### src/hw/rtl/rdp_pkg.sv
// ----------------------------------------------------------------------------
// rdp_pkg
// Shared types, constants and small lookup functions for the radix digit
// emitter with palindrome flag.
// ----------------------------------------------------------------------------
package rdp_pkg;

  // Field widths
  localparam int unsigned VALUE_W = 31;
  localparam int unsigned RADIX_W = 5;
  localparam int unsigned DIGIT_W = 5;
  localparam int unsigned CHAR_W  = 7;
  localparam int unsigned RECIP_W = 32;
  localparam int unsigned PROD_W  = VALUE_W + RECIP_W;

  // Digit store depth default
  localparam int unsigned MAX_DIGITS = 32;

  // Job queue depth between front and back
  localparam int unsigned QDEPTH  = 2;
  localparam int unsigned QPTR_W  = $clog2(QDEPTH);
  localparam int unsigned QCNT_W  = $clog2(QDEPTH + 1);

  // Radix limits and reset value
  localparam logic [RADIX_W-1:0] RADIX_MIN   = 5'd2;
  localparam logic [RADIX_W-1:0] RADIX_MAX   = 5'd20;
  localparam logic [RADIX_W-1:0] RADIX_RESET = 5'd10;

  // ASCII anchors
  localparam logic [CHAR_W-1:0] CHAR_ZERO = 7'd48;
  localparam logic [CHAR_W-1:0] CHAR_A    = 7'd65;
  localparam logic [DIGIT_W-1:0] DIGIT_TEN = 5'd10;

  // One queued conversion job
  typedef struct packed {
    logic [VALUE_W-1:0] value;
    logic [RADIX_W-1:0] base;
  } job_t;

  // Back end sequencer states
  typedef enum logic [1:0] {
    BK_IDLE,
    BK_MUL,
    BK_COR,
    BK_EMIT
  } back_state_e;

  // floor(2^32 / base); quotient estimate is exact or one low
  function automatic logic [RECIP_W-1:0] recip(input logic [RADIX_W-1:0] base);
    logic [RECIP_W-1:0] m;
    case (base)
      5'd2:    m = 32'd2147483648;
      5'd3:    m = 32'd1431655765;
      5'd4:    m = 32'd1073741824;
      5'd5:    m = 32'd858993459;
      5'd6:    m = 32'd715827882;
      5'd7:    m = 32'd613566756;
      5'd8:    m = 32'd536870912;
      5'd9:    m = 32'd477218588;
      5'd10:   m = 32'd429496729;
      5'd11:   m = 32'd390451572;
      5'd12:   m = 32'd357913941;
      5'd13:   m = 32'd330382099;
      5'd14:   m = 32'd306783378;
      5'd15:   m = 32'd286331153;
      5'd16:   m = 32'd268435456;
      5'd17:   m = 32'd252645135;
      5'd18:   m = 32'd238609294;
      5'd19:   m = 32'd226050910;
      default: m = 32'd214748364;
    endcase
    return m;
  endfunction

  // Map a digit to its ASCII character
  function automatic logic [CHAR_W-1:0] digit_to_char(input logic [DIGIT_W-1:0] d);
    logic [CHAR_W-1:0] c;
    if (d < DIGIT_TEN) begin
      c = CHAR_ZERO + {2'b00, d};
    end else begin
      c = CHAR_A + {2'b00, d - DIGIT_TEN};
    end
    return c;
  endfunction

endpackage

### src/hw/rtl/rdp_ram.sv
// ----------------------------------------------------------------------------
// rdp_ram
// Generic single-write, single-read RAM with registered read data.
// ----------------------------------------------------------------------------
module rdp_ram #(
  parameter int unsigned Width = 8,
  parameter int unsigned Depth = 32
) (
  input  logic                     clk_i,
  input  logic                     we_i,
  input  logic [$clog2(Depth)-1:0] waddr_i,
  input  logic [Width-1:0]         wdata_i,
  input  logic                     re_i,
  input  logic [$clog2(Depth)-1:0] raddr_i,
  output logic [Width-1:0]         rdata_o
);

  logic [Width-1:0] mem_q [Depth];
  logic [Width-1:0] rdata_q;

  // Write port
  always_ff @(posedge clk_i) begin
    if (we_i) begin
      mem_q[waddr_i] <= wdata_i;
    end
  end

  // Registered read port
  always_ff @(posedge clk_i) begin
    if (re_i) begin
      rdata_q <= mem_q[raddr_i];
    end
  end

  assign rdata_o = rdata_q;

endmodule

### src/hw/rtl/rdp_front.sv
// ----------------------------------------------------------------------------
// rdp_front
// Holds the radix register, accepts start commands and pushes each value
// with its clamped base into the job queue.
// ----------------------------------------------------------------------------
module rdp_front (
  input  logic                          clk_i,
  input  logic                          rst_ni,
  input  logic                          cfg_valid_i,
  output logic                          cfg_ready_o,
  input  logic [rdp_pkg::RADIX_W-1:0]   cfg_radix_i,
  input  logic                          start_i,
  output logic                          busy_o,
  input  logic [rdp_pkg::VALUE_W-1:0]   value_i,
  input  logic                          q_full_i,
  output logic                          push_o,
  output rdp_pkg::job_t                 job_o
);

  logic [rdp_pkg::RADIX_W-1:0] radix_q, radix_d;
  logic [rdp_pkg::RADIX_W-1:0] base;

  // Radix register write
  assign cfg_ready_o = 1'b1;
  always_comb begin
    radix_d = radix_q;
    if (cfg_valid_i && cfg_ready_o) begin
      radix_d = cfg_radix_i;
    end
  end

  always_ff @(posedge clk_i or negedge rst_ni) begin
    if (!rst_ni) begin
      radix_q <= rdp_pkg::RADIX_RESET;
    end else begin
      radix_q <= radix_d;
    end
  end

  // Clamp base into the supported range
  always_comb begin
    base = radix_q;
    if (radix_q < rdp_pkg::RADIX_MIN) begin
      base = rdp_pkg::RADIX_MIN;
    end else if (radix_q > rdp_pkg::RADIX_MAX) begin
      base = rdp_pkg::RADIX_MAX;
    end
  end

  // Accept a transaction whenever the queue has room
  assign busy_o      = q_full_i;
  assign push_o      = start_i && !q_full_i;
  assign job_o.value = value_i;
  assign job_o.base  = base;

endmodule

### src/hw/rtl/rdp_queue.sv
// ----------------------------------------------------------------------------
// rdp_queue
// Short FIFO of conversion jobs between the front and back ends.
// ----------------------------------------------------------------------------
module rdp_queue (
  input  logic          clk_i,
  input  logic          rst_ni,
  input  logic          push_i,
  input  rdp_pkg::job_t job_i,
  output logic          full_o,
  input  logic          pop_i,
  output logic          empty_o,
  output rdp_pkg::job_t job_o
);

  rdp_pkg::job_t                  slot_q [rdp_pkg::QDEPTH];
  logic [rdp_pkg::QPTR_W-1:0]     wptr_q, wptr_d, rptr_q, rptr_d;
  logic [rdp_pkg::QCNT_W-1:0]     cnt_q, cnt_d;
  logic                           do_push, do_pop;

  assign full_o  = (cnt_q == rdp_pkg::QCNT_W'(rdp_pkg::QDEPTH));
  assign empty_o = (cnt_q == '0);
  assign do_push = push_i && !full_o;
  assign do_pop  = pop_i && !empty_o;
  assign job_o   = slot_q[rptr_q];

  // Advance pointers and occupancy
  always_comb begin
    wptr_d = wptr_q;
    rptr_d = rptr_q;
    cnt_d  = cnt_q;
    if (do_push) begin
      wptr_d = (wptr_q == rdp_pkg::QPTR_W'(rdp_pkg::QDEPTH - 1)) ? '0
                                                                 : wptr_q + 1'b1;
    end
    if (do_pop) begin
      rptr_d = (rptr_q == rdp_pkg::QPTR_W'(rdp_pkg::QDEPTH - 1)) ? '0
                                                                 : rptr_q + 1'b1;
    end
    if (do_push && !do_pop) begin
      cnt_d = cnt_q + 1'b1;
    end else if (do_pop && !do_push) begin
      cnt_d = cnt_q - 1'b1;
    end
  end

  always_ff @(posedge clk_i or negedge rst_ni) begin
    if (!rst_ni) begin
      wptr_q <= '0;
      rptr_q <= '0;
      cnt_q  <= '0;
    end else begin
      wptr_q <= wptr_d;
      rptr_q <= rptr_d;
      cnt_q  <= cnt_d;
    end
  end

  // Store pushed job
  always_ff @(posedge clk_i) begin
    if (do_push) begin
      slot_q[wptr_q] <= job_i;
    end
  end

endmodule

### src/hw/rtl/rdp_back.sv
// ----------------------------------------------------------------------------
// rdp_back
// Converts one queued job at a time: reciprocal-multiply division into the
// digit store, then emits digits most significant first while comparing
// the mirrored digit for the palindrome flag.
// ----------------------------------------------------------------------------
module rdp_back #(
  parameter int unsigned MaxDigits = rdp_pkg::MAX_DIGITS
) (
  input  logic                         clk_i,
  input  logic                         rst_ni,
  input  logic                         q_empty_i,
  input  rdp_pkg::job_t                job_i,
  output logic                         pop_o,
  output logic                         result_valid_o,
  output logic [rdp_pkg::CHAR_W-1:0]   digit_char_o,
  output logic                         last_o,
  output logic                         palindrome_o
);

  localparam int unsigned AddrW = $clog2(MaxDigits);
  localparam int unsigned CntW  = $clog2(MaxDigits + 1);
  localparam int unsigned QbW   = rdp_pkg::VALUE_W + rdp_pkg::RADIX_W;

  rdp_pkg::back_state_e state_q, state_d;

  logic [rdp_pkg::VALUE_W-1:0] val_q;
  logic [rdp_pkg::RADIX_W-1:0] base_q;
  logic [rdp_pkg::RECIP_W-1:0] recip_q;
  logic [rdp_pkg::PROD_W-1:0]  prod_q;
  logic [CntW-1:0]             cnt_q, k_q;

  // Control outputs of the sequencer
  logic load, mul_en, cor_en, emit;

  // Correction step
  logic [rdp_pkg::VALUE_W-1:0] q_est, q_fix;
  logic [QbW-1:0]              qb;
  logic [QbW-1:0]              rem_full;
  logic [rdp_pkg::DIGIT_W:0]   rem0;
  logic                        rem_ge;
  logic [rdp_pkg::DIGIT_W-1:0] rem_fix;
  logic [CntW-1:0]             cnt_inc;
  logic                        div_done;

  // Emission
  logic [CntW-1:0]             cnt_m1, addr_hi;
  logic                        emit_last;
  logic [rdp_pkg::DIGIT_W-1:0] rdata_a, rdata_b;
  logic                        rd_valid_q, rd_last_q, rd_first_q;
  logic                        pal_acc_q, pal_acc_d;
  logic                        out_valid_q, out_last_q, out_pal_q;
  logic [rdp_pkg::CHAR_W-1:0]  out_char_q;

  // Divide step: estimate is exact or one low
  assign q_est    = prod_q[rdp_pkg::PROD_W-1 -: rdp_pkg::VALUE_W];
  assign qb       = q_est * base_q;
  assign rem_full = {{rdp_pkg::RADIX_W{1'b0}}, val_q} - qb;
  assign rem0     = rem_full[rdp_pkg::DIGIT_W:0];
  assign rem_ge   = (rem0 >= {1'b0, base_q});
  assign q_fix    = q_est + {{(rdp_pkg::VALUE_W-1){1'b0}}, rem_ge};
  assign rem_fix  = rem_ge ? rem0[rdp_pkg::DIGIT_W-1:0] - base_q
                           : rem0[rdp_pkg::DIGIT_W-1:0];
  assign cnt_inc  = cnt_q + 1'b1;
  assign div_done = (q_fix == '0) || (cnt_inc == CntW'(MaxDigits));

  // Read addresses for emission
  assign cnt_m1    = cnt_q - 1'b1;
  assign addr_hi   = cnt_m1 - k_q;
  assign emit_last = (k_q == cnt_m1);

  // Next state
  always_comb begin
    state_d = state_q;
    case (state_q)
      rdp_pkg::BK_IDLE: begin
        if (!q_empty_i) state_d = rdp_pkg::BK_MUL;
      end
      rdp_pkg::BK_MUL: begin
        state_d = rdp_pkg::BK_COR;
      end
      rdp_pkg::BK_COR: begin
        state_d = div_done ? rdp_pkg::BK_EMIT : rdp_pkg::BK_MUL;
      end
      rdp_pkg::BK_EMIT: begin
        if (emit_last) state_d = rdp_pkg::BK_IDLE;
      end
      default: state_d = rdp_pkg::BK_IDLE;
    endcase
  end

  // Sequencer outputs
  always_comb begin
    load   = 1'b0;
    mul_en = 1'b0;
    cor_en = 1'b0;
    emit   = 1'b0;
    case (state_q)
      rdp_pkg::BK_IDLE: load   = !q_empty_i;
      rdp_pkg::BK_MUL:  mul_en = 1'b1;
      rdp_pkg::BK_COR:  cor_en = 1'b1;
      rdp_pkg::BK_EMIT: emit   = 1'b1;
      default: ;
    endcase
  end

  assign pop_o = load;

  always_ff @(posedge clk_i or negedge rst_ni) begin
    if (!rst_ni) begin
      state_q <= rdp_pkg::BK_IDLE;
    end else begin
      state_q <= state_d;
    end
  end

  // Working registers of the division loop
  always_ff @(posedge clk_i or negedge rst_ni) begin
    if (!rst_ni) begin
      val_q <= '0;
      cnt_q <= '0;
      k_q   <= '0;
    end else begin
      if (load) begin
        val_q <= job_i.value;
        cnt_q <= '0;
      end else if (cor_en) begin
        val_q <= div_done ? '0 : q_fix;
        cnt_q <= cnt_inc;
        k_q   <= '0;
      end else if (emit) begin
        k_q <= k_q + 1'b1;
      end
    end
  end

  always_ff @(posedge clk_i) begin
    if (load) begin
      base_q  <= job_i.base;
      recip_q <= rdp_pkg::recip(job_i.base);
    end
    if (mul_en) begin
      prod_q <= val_q * recip_q;
    end
  end

  // Two mirrored copies of the digit store, one read port each
  rdp_ram #(
    .Width (rdp_pkg::DIGIT_W),
    .Depth (MaxDigits)
  ) u_store_hi (
    .clk_i   (clk_i),
    .we_i    (cor_en),
    .waddr_i (cnt_q[AddrW-1:0]),
    .wdata_i (rem_fix),
    .re_i    (emit),
    .raddr_i (addr_hi[AddrW-1:0]),
    .rdata_o (rdata_a)
  );

  rdp_ram #(
    .Width (rdp_pkg::DIGIT_W),
    .Depth (MaxDigits)
  ) u_store_lo (
    .clk_i   (clk_i),
    .we_i    (cor_en),
    .waddr_i (cnt_q[AddrW-1:0]),
    .wdata_i (rem_fix),
    .re_i    (emit),
    .raddr_i (k_q[AddrW-1:0]),
    .rdata_o (rdata_b)
  );

  // Fold mirrored digit compare into the running palindrome flag
  assign pal_acc_d = (rd_first_q ? 1'b1 : pal_acc_q) && (rdata_a == rdata_b);

  always_ff @(posedge clk_i or negedge rst_ni) begin
    if (!rst_ni) begin
      rd_valid_q  <= 1'b0;
      rd_last_q   <= 1'b0;
      rd_first_q  <= 1'b0;
      pal_acc_q   <= 1'b0;
      out_valid_q <= 1'b0;
      out_last_q  <= 1'b0;
      out_pal_q   <= 1'b0;
    end else begin
      rd_valid_q  <= emit;
      rd_last_q   <= emit && emit_last;
      rd_first_q  <= emit && (k_q == '0);
      if (rd_valid_q) begin
        pal_acc_q <= pal_acc_d;
      end
      out_valid_q <= rd_valid_q;
      out_last_q  <= rd_valid_q && rd_last_q;
      out_pal_q   <= rd_valid_q && rd_last_q && pal_acc_d;
    end
  end

  // Output character register
  always_ff @(posedge clk_i) begin
    if (rd_valid_q) begin
      out_char_q <= rdp_pkg::digit_to_char(rdata_a);
    end
  end

  assign result_valid_o = out_valid_q;
  assign digit_char_o   = out_char_q;
  assign last_o         = out_last_q;
  assign palindrome_o   = out_pal_q;

endmodule

### src/hw/rtl/radix_digits_with_palindrome_flag.sv
// Each start transaction pushes a job; when the back end is free it loads the
// job, runs the reciprocal multiply and correction states once per digit, then
// emits one digit per cycle through the digit store read register and output
// register. The back end converts one value at a time; the queue holds two.
// Results are strobed for one cycle; the receiver cannot stall. Reset sets
// radix to 10 and empties the job queue; the digit store is not cleared.
// ----------------------------------------------------------------------------
// radix_digits_with_palindrome_flag
// Converts each value to digits in the configured base, emitting ASCII
// digits most significant first with last and palindrome flags.
// ----------------------------------------------------------------------------
module radix_digits_with_palindrome_flag #(
  parameter int unsigned MaxDigits = rdp_pkg::MAX_DIGITS
) (
  input  logic                         clk_i,
  input  logic                         rst_ni,
  input  logic                         cfg_valid_i,
  output logic                         cfg_ready_o,
  input  logic [rdp_pkg::RADIX_W-1:0]  cfg_radix_i,
  input  logic                         start_i,
  output logic                         busy_o,
  input  logic [rdp_pkg::VALUE_W-1:0]  value_i,
  output logic                         result_valid_o,
  output logic [rdp_pkg::CHAR_W-1:0]   digit_char_o,
  output logic                         last_o,
  output logic                         palindrome_o
);

  logic          push, pop, q_full, q_empty;
  rdp_pkg::job_t job_in, job_out;

  rdp_front u_front (
    .clk_i       (clk_i),
    .rst_ni      (rst_ni),
    .cfg_valid_i (cfg_valid_i),
    .cfg_ready_o (cfg_ready_o),
    .cfg_radix_i (cfg_radix_i),
    .start_i     (start_i),
    .busy_o      (busy_o),
    .value_i     (value_i),
    .q_full_i    (q_full),
    .push_o      (push),
    .job_o       (job_in)
  );

  rdp_queue u_queue (
    .clk_i   (clk_i),
    .rst_ni  (rst_ni),
    .push_i  (push),
    .job_i   (job_in),
    .full_o  (q_full),
    .pop_i   (pop),
    .empty_o (q_empty),
    .job_o   (job_out)
  );

  rdp_back #(
    .MaxDigits (MaxDigits)
  ) u_back (
    .clk_i          (clk_i),
    .rst_ni         (rst_ni),
    .q_empty_i      (q_empty),
    .job_i          (job_out),
    .pop_o          (pop),
    .result_valid_o (result_valid_o),
    .digit_char_o   (digit_char_o),
    .last_o         (last_o),
    .palindrome_o   (palindrome_o)
  );

endmodule
### config.mk
export PLATFORM = sky130hd
export DESIGN_NAME = radix_digits_with_palindrome_flag
export DESIGN_NICKNAME = d
export VERILOG_FILES = /design/src/hw/rtl/rdp_pkg.sv /design/src/hw/rtl/rdp_ram.sv /design/src/hw/rtl/rdp_front.sv /design/src/hw/rtl/rdp_queue.sv /design/src/hw/rtl/rdp_back.sv /design/src/hw/rtl/radix_digits_with_palindrome_flag.sv
export SDC_FILE = /design/constraint.sdc
export NUM_CORES = 2
export LEC_CHECK = 0
export ABC_CLOCK_PERIOD_IN_PS = 9200
export BUFFER_PORTS_ARGS = -buffer_cell sky130_fd_sc_hd__buf_4
export CORE_MARGIN = 2
export CORE_UTILIZATION = 47
export DETAILED_ROUTE_END_ITERATION = 6
export SKIP_CTS_REPAIR_TIMING = 1
export SKIP_LAST_GASP = 1
export SYNTH_ARGS = -nofsm -noshare
export SYNTH_HDL_FRONTEND = slang
export SYNTH_SLANG_ARGS = --single-unit
### constraint.sdc
create_clock -name clk_i -period 9.2 [get_ports clk_i]
set_input_delay 1.38 -clock clk_i [delete_from_list [all_inputs] [get_ports clk_i]]
set_output_delay 1.38 -clock clk_i [all_outputs]
set_load 0.03 [all_outputs]
# ---- After elaboration in Yosys (flattened, before gate mapping)
# Memory sizes are Yosys's and may differ from the RTL's. A register that Yosys moved wholly into a read port is not among the register bits.
# Cells that the tools add are included.
dict set report word_totals {
  input_bits 40
  latchBits 0
  output_inout_bits 12
  wordCells 104
  ram_bits 392
  rom_bits 1024
  regBits 136
  n_memories 4
}
# name depth width rd rd_ports_with_merged_regs wr line_no
set memory_table {}
lappend memory_table {{(name not given)} 32 32 1 1 0 rdp_pkg.sv:51} ;# case (base)
lappend memory_table {u_back.u_store_hi.mem_q 32 5 1 1 1 rdp_ram.sv:18} ;# logic [Width-1:0] mem_q [Depth];
lappend memory_table {u_back.u_store_lo.mem_q 32 5 1 1 1 rdp_ram.sv:18}
lappend memory_table {u_queue.slot_q 2 36 1 0 1 rdp_queue.sv:16} ;# rdp_pkg::job_t slot_q [rdp_pkg::QDEPTH];
dict set report classes {
  mux 28
  n_mul 2
  bitwise_logic 1
  eq_ne 9
  n_reduce_logical 24
  shift 0
  n_lt_le_gt_ge 4
  div 0
  n_addsub 14
}
# operator n
set op_table {}
lappend op_table {{two-way mux 31 bit} 3}
lappend op_table {{multiplier 31 x 32 -> 63 bit} 1}
lappend op_table {{adder 31 x 1 -> 31 bit} 1}
lappend op_table {{zero test 31 bit} 1}
lappend op_table {{multiplier 31 x 5 -> 6 bit} 1}
lappend op_table {{two-way mux 6 bit} 4}
lappend op_table {{two-way mux 5 bit} 3}
lappend op_table {{adder 6 x 1 -> 6 bit, second input constant} 2}
lappend op_table {{two-way mux 1 bit} 11}
lappend op_table {{logical AND 1 bit} 10}
lappend op_table {{two-way mux 2 bit} 5}
lappend op_table {{subtractor 5 bit} 2}
lappend op_table {{one-hot mux 2 bit (4 select lines)} 1}
lappend op_table {{adder 6 x 5 -> 7 bit, first input constant} 1}
lappend op_table {{adder 7 x 5 -> 7 bit, first input constant} 1}
lappend op_table {{two-way mux 7 bit} 1}
lappend op_table {{== test 2 bit, second input constant} 3}
lappend op_table {{== test 6 bit} 1}
lappend op_table {{== test 6 bit, second input constant} 1}
lappend op_table {{>= comparator 6 x 5 -> 1 bit} 1}
lappend op_table {{zero test 6 bit} 1}
lappend op_table {{nonzero test 2 bit} 3}
lappend op_table {{subtractor 6 x 1 -> 6 bit, second input constant} 1}
lappend op_table {{subtractor 6 bit} 1}
lappend op_table {{16 further kinds} 22}

# ---- Logic depth before layout (Yosys ltp)
dict set report logic_depth {
  depth_word 9
  depth_mapped 28
  ltp_nobuf 27
}

# ---- Modules after synthesis
# From an unflattened synthesis, not the netlist that was laid out.
dict set report hier_totals {
  cells_unflattened 4799
  hier_area_um2 54428.5
}
# mod area_each_um2 cells_per_inst instances
set modules_own_cells {}
lappend modules_own_cells {rdp_back 38192.9 4060 1}
lappend modules_own_cells {rdp_ram 6394.9 277 2}
lappend modules_own_cells {rdp_queue 2944.1 131 1}
lappend modules_own_cells {rdp_front 501.7 54 1}

# ---- Worst setup path before layout
# No wires, ideal clock.
dict set report synth_path {
  kind {register to register}
  startpoint {register u_back.recip_q[27] in the netlist's numbering}
  endpoint {register u_back.prod_q[55] in the netlist's numbering, data pin}
  t_required_ns 8.933
  stages_incl_launch_ff 23
  path_slack_ns 1.812
  n_path_buf 2
  arrival_ns 7.121
  synth_period_minus_slack_ns 7.388
  setup_time_ns 0.267
  cell_sequence {edfxtp_1 > clkbuf_1 > clkbuf_1 > nand2_1 > fa_1 > fa_1 > fa_1 > inv_1 > fa_1 > fa_1 > fa_1 > fa_1 > inv_1 > fa_1 > inv_1 > ha_1 > nand4_1 > or4_1 > o21a_2 > o31ai_4 > nand3_1 > a311oi_2 > xor2_1}
}
dict set report synth_via {
  elab_chain_len 1
}
# item line_no
set synth_lines {}
lappend synth_lines {{start, declared} rdp_back.sv:29} ;# logic [rdp_pkg::RECIP_W-1:0] recip_q;
lappend synth_lines {{multiplier 31 x 32 -> 63 bit} rdp_back.sv:143} ;# prod_q <= val_q * recip_q;
lappend synth_lines {{end signal, assigned} rdp_back.sv:143}
lappend synth_lines {{end, declared} rdp_back.sv:30} ;# logic [rdp_pkg::PROD_W-1:0] prod_q;
# No other way between the ends.
# A chain may end at the register's enable or synchronous reset.

# ---- Worst setup path in the final report
dict set report layout_path {
  startpoint {register u_back.val_q[8] in the netlist's numbering}
  endpoint {register u_back.prod_q[46] in the netlist's numbering, data pin}
}
dict set report layout_via {
  elab_chain_len 1
}
# item line_no
set layout_lines {}
lappend layout_lines {{start, declared} rdp_back.sv:27} ;# logic [rdp_pkg::VALUE_W-1:0] val_q;
lappend layout_lines {{start signal, assigned} rdp_back.sv:125} ;# val_q <= job_i.value;
lappend layout_lines {{start signal, assigned} rdp_back.sv:128} ;# val_q <= div_done ? '0 : q_fix;
lappend layout_lines {{multiplier 31 x 32 -> 63 bit} rdp_back.sv:143}
# No other way between the ends.

==> flow_summary_export.csv <==
group,metric,value,unit
power,p_int,2.88,mW
placed_design,globalplace.congestion,0.979,
power,p_sw_frac,0.234,
floorplan,fp.dieH,327,um
timing,finalWorstPathRequiredPeriod,8.67,ns
timing,final_worst_path_setup_slack,0.530,ns
routing,ant_nets,0,
power,power_frac_clock,0.406,
yosys,yosys_most_used_dff,"edfxtp_1",
placed_design,numPortBuffers,50,
global_route,grt.overflow.total,0,
floorplan,fp.dieW,327,um
power,powerDensity,71.9,mW/mm2
cts,worst_setup_hold_path_clk_slew,0.07,ns
cts,clock_latency,0.56,ns
cts,cts_made_buffers,37,
yosys,netlist_area,0.0491,mm2
critical_path,timing.critical_path.required,9.62,ns
timing,rsz0062_at_grt,"false",
critical_path,critPathArrivalTime,9.09,ns
routing,per_cell_routed_wire_length,22.7,um
critical_path,worstSetupEndpointType,"flop",
routing,drc,0,
cells_and_area,share_of_cells_above_drive_strength_1,0.0800,
cts,clk_root_buffer_cell,"clkbuf_16",
yosys,synth_edf_count,315,
yosys,yosys.cell_types.count,74,
timing,fin_worst_skew,0.0228,ns
cts,tritoncts,"done",
cells_and_area,most_frequent_standard_cell_in_the_layout_excluding_fill_and_tap_cells,"inv_1",
cells_and_area,mostFrequentLayoutCells,"inv_1 (891), fa_1 (873), nand2_1 (547), and2_1 (518), edfxtp_1 (315)",
cells_and_area,n_fill_cell,9418,
cts,clock_path_buffers,3,
flow_run,max_capacitance_violation_total,0,
cts,cts.sinks,376,
routing,via_per_inst,5.49,
placed_design,place_worst_setup_slack,0.766,ns
yosys,yosysSeqAreaShare,0.224,
critical_path,worstSetupPathType,"reg -> reg",
min_path,min_delay_path_depth,1,
timing,fin_crit_sh,0.942,
min_path,min_path_type,"reg -> reg",
power,pwr-share-seq,0.523,
critical_path,setup.reg_to_reg.worst_slack,0.53,ns
floorplan,floorplan.initialDensity,0.474,
global_route,grt_max_degree,62,
power,combinationalPowerShare,0.071,
cells_and_area,final_standard_cell_area_without_fillers,0.0524,mm2
floorplan,core_area,0.103,mm2
timing,slew_violations,0,
timing,slew_headroom,0.121,
power,p_total,3.76,mW
yosys,postSynthRegisterBits,376,
power,leakage,23.7,nW
status,result_of_the_run,"finished clean",
routing,drtPass1Iterations,6,
power,p_sw,0.882,mW
timing,timing.final.hold_violations,0,
placed_design,detailed_place_hpwl,108,mm
routing,detail_route.iter0.violations,2944,
critical_path,cp_max_fo,23,
cells_and_area,multiInputGateArea,0.0338,mm2
floorplan,die_area,0.107,mm2
global_route,wire_length_of_the_first_global_routing_pass,211,mm
routing,routed-via-count,33000,
critical_path,r2r.worst_path.cells,25,
cts,cts.htree.levels,2,
timing,achievable-frequency,115,MHz
global_route,track_usage,0.263,
global_route,grt_pass1_vias,34900,
placed_design,postPlaceCellArea,0.0512,mm2
critical_path,critPathLaunchType,"flop",
cells_and_area,num-nets-final,5794,
yosys,synthArstFlopShare,0.162,
cells_and_area,utilization,0.506,
power,vdd.ir_drop.worst,0.000250,V
cells_and_area,p_r_area_growth_vs_syn,6.73,%
yosys,synth.net_count,5840,
yosys,syn_area_per_cell,10.6,um2
timing,final_setup_fails,0,
floorplan,design.portCount,52,
routing,drt-total-wl,136,mm
timing,worst-slew-pin-transition,1.32,ns
floorplan,floorplan.rows,118,
yosys,postSynthCellCount,4633,
global_route,antenna_violations_before_repair,9,
yosys,synthesis.yosys.warnings,0,
cells_and_area,area.sequential,0.0110,mm2
timing,setup_tns,0,ns
path summary, 6_finish.rpt:
check / from / endpoint
setup / recovery: u_back.val_q[8]$_DFFE_PN0P_ / u_back.prod_q[46]$_DFFE_PN_
hold / removal: u_front.radix_q[0]$_DFFE_PN0P_ / u_front.radix_q[0]$_DFFE_PN0P_
setup reg to reg: u_back.val_q[8]$_DFFE_PN0P_ / u_back.prod_q[46]$_DFFE_PN_
hold reg to reg: u_front.radix_q[0]$_DFFE_PN0P_ / u_front.radix_q[0]$_DFFE_PN0P_
max in group asynchronous: rst_ni / u_back.k_q[0]$_DFFE_PN0P_
min in group asynchronous: rst_ni / u_queue.rptr_q$_DFFE_PN0P_
cell usage after synthesis (18+ instances only):
library cell / n / area, um2
inv_1: 891 / 3340
fa_1: 874 / 17500
nand2_1: 547 / 2050
and2_1: 518 / 3240
edfxtp_1: 315 / 9460
ha_1: 293 / 3670
clkbuf_1: 232 / 871
nor2_1: 120 / 450
a21oi_1: 116 / 581
mux4_2: 100 / 2250
o21ai_0: 77 / 385
xnor2_1: 68 / 596
dfrtp_1: 59 / 1480
xor2_1: 43 / 377
nand3_1: 40 / 200
mux2i_1: 38 / 380
a21o_1: 32 / 240
nor3_1: 30 / 150
nand4_1: 22 / 138
mux2_2: 19 / 214
buf_1: 18 / 67.6
worst max-delay path, stage by stage (launching register included):
cell	delay, ns
dfrtp_1	1.10
nand2_1	0.26
inv_1	0.15
fa_1	0.46
fa_1	0.55
inv_1	0.06
fa_1	0.49
fa_1	0.53
inv_1	0.06
fa_1	0.56
fa_1	0.44
fa_1	0.49
inv_1	0.05
fa_1	0.47
inv_1	0.04
ha_1	0.36
a21oi_1	0.26
o21ai_0	0.12
buf_4	0.16
a31oi_1	0.35
nor2_1	0.08
a211oi_1	0.33
o21ai_1	0.21
buf_4	0.22
or4b_2	0.61
nand4_1	0.10
flip-flops by register name, indices dropped and copies added, names as in the netlist, 6 cells and up:
signal,cells
u_back.cnt_q,6
u_back.digit_char_o,7
u_back.k_q,6
u_back.prod_q,31
u_back.recip_q,30
u_back.u_store_hi.mem_q,35
u_back.u_store_lo.mem_q,125
u_back.val_q,31
u_queue.slot_q,72
logic make-up after synthesis:
family | count (synthesis) | synth area share
AO/OA/AOI/OAI | 334 | 0.0431
XOR/XNOR | 111 | 0.0198
adder cells (fa/ha/maj) | 1168 | 0.431
buffers and inverters | 1146 | 0.0878
flip-flops | 376 | 0.224
multiplexers | 157 | 0.0580
other | 1 | 0.0000764
AND/OR/NAND/NOR | 1340 | 0.136
metal layers:
layer	track usage	vias to the layer above	wire length (um)
li1	-	14400	-
met1	0.370	17100	57200
met2	0.399	1281	60800
met3	0.0693	202	13300
met4	0.0855	4	4960
met5	0	-	29
per-stage QoR:
stage / instances / hold slack [ns]
after detailed placement: 5928 / 0.505
after global placement: 5928 / 0.502
after global routing: 5994 / 0.547
after floorplan: 4633 / 0.454
final: 5998 / 0.522
after CTS: 5994 / 0.520
cell type report:
type | count | area share
flip-flops and latches | 376 | 0.210
well taps | 1380 | 0.0330
repair buffers | 169 | 0.0247
diodes | 4 | 0.000191
multi-input cells | 3111 | 0.645
inverters | 892 | 0.0639
clock inverters | 20 | 0.00420
clock buffers | 46 | 0.0187
power by group through the flow:
| stage | Combinational, mW | Clock, mW | Sequential [mW] |
|---|---|---|---|
| 6_report | 0.269 | 1.53 | 1.97 |
| 3_5_place_dp | 0.268 | 0 | 2.01 |
| 3_3_place_gp | 0.267 | 0 | 2.00 |
| 2_1_floorplan | 0.180 | 0 | 1.99 |
| 4_1_cts | 0.269 | 1.56 | 1.97 |
| 5_1_grt | 0.298 | 1.62 | 1.97 |
(Power assumes the default switching activity.)
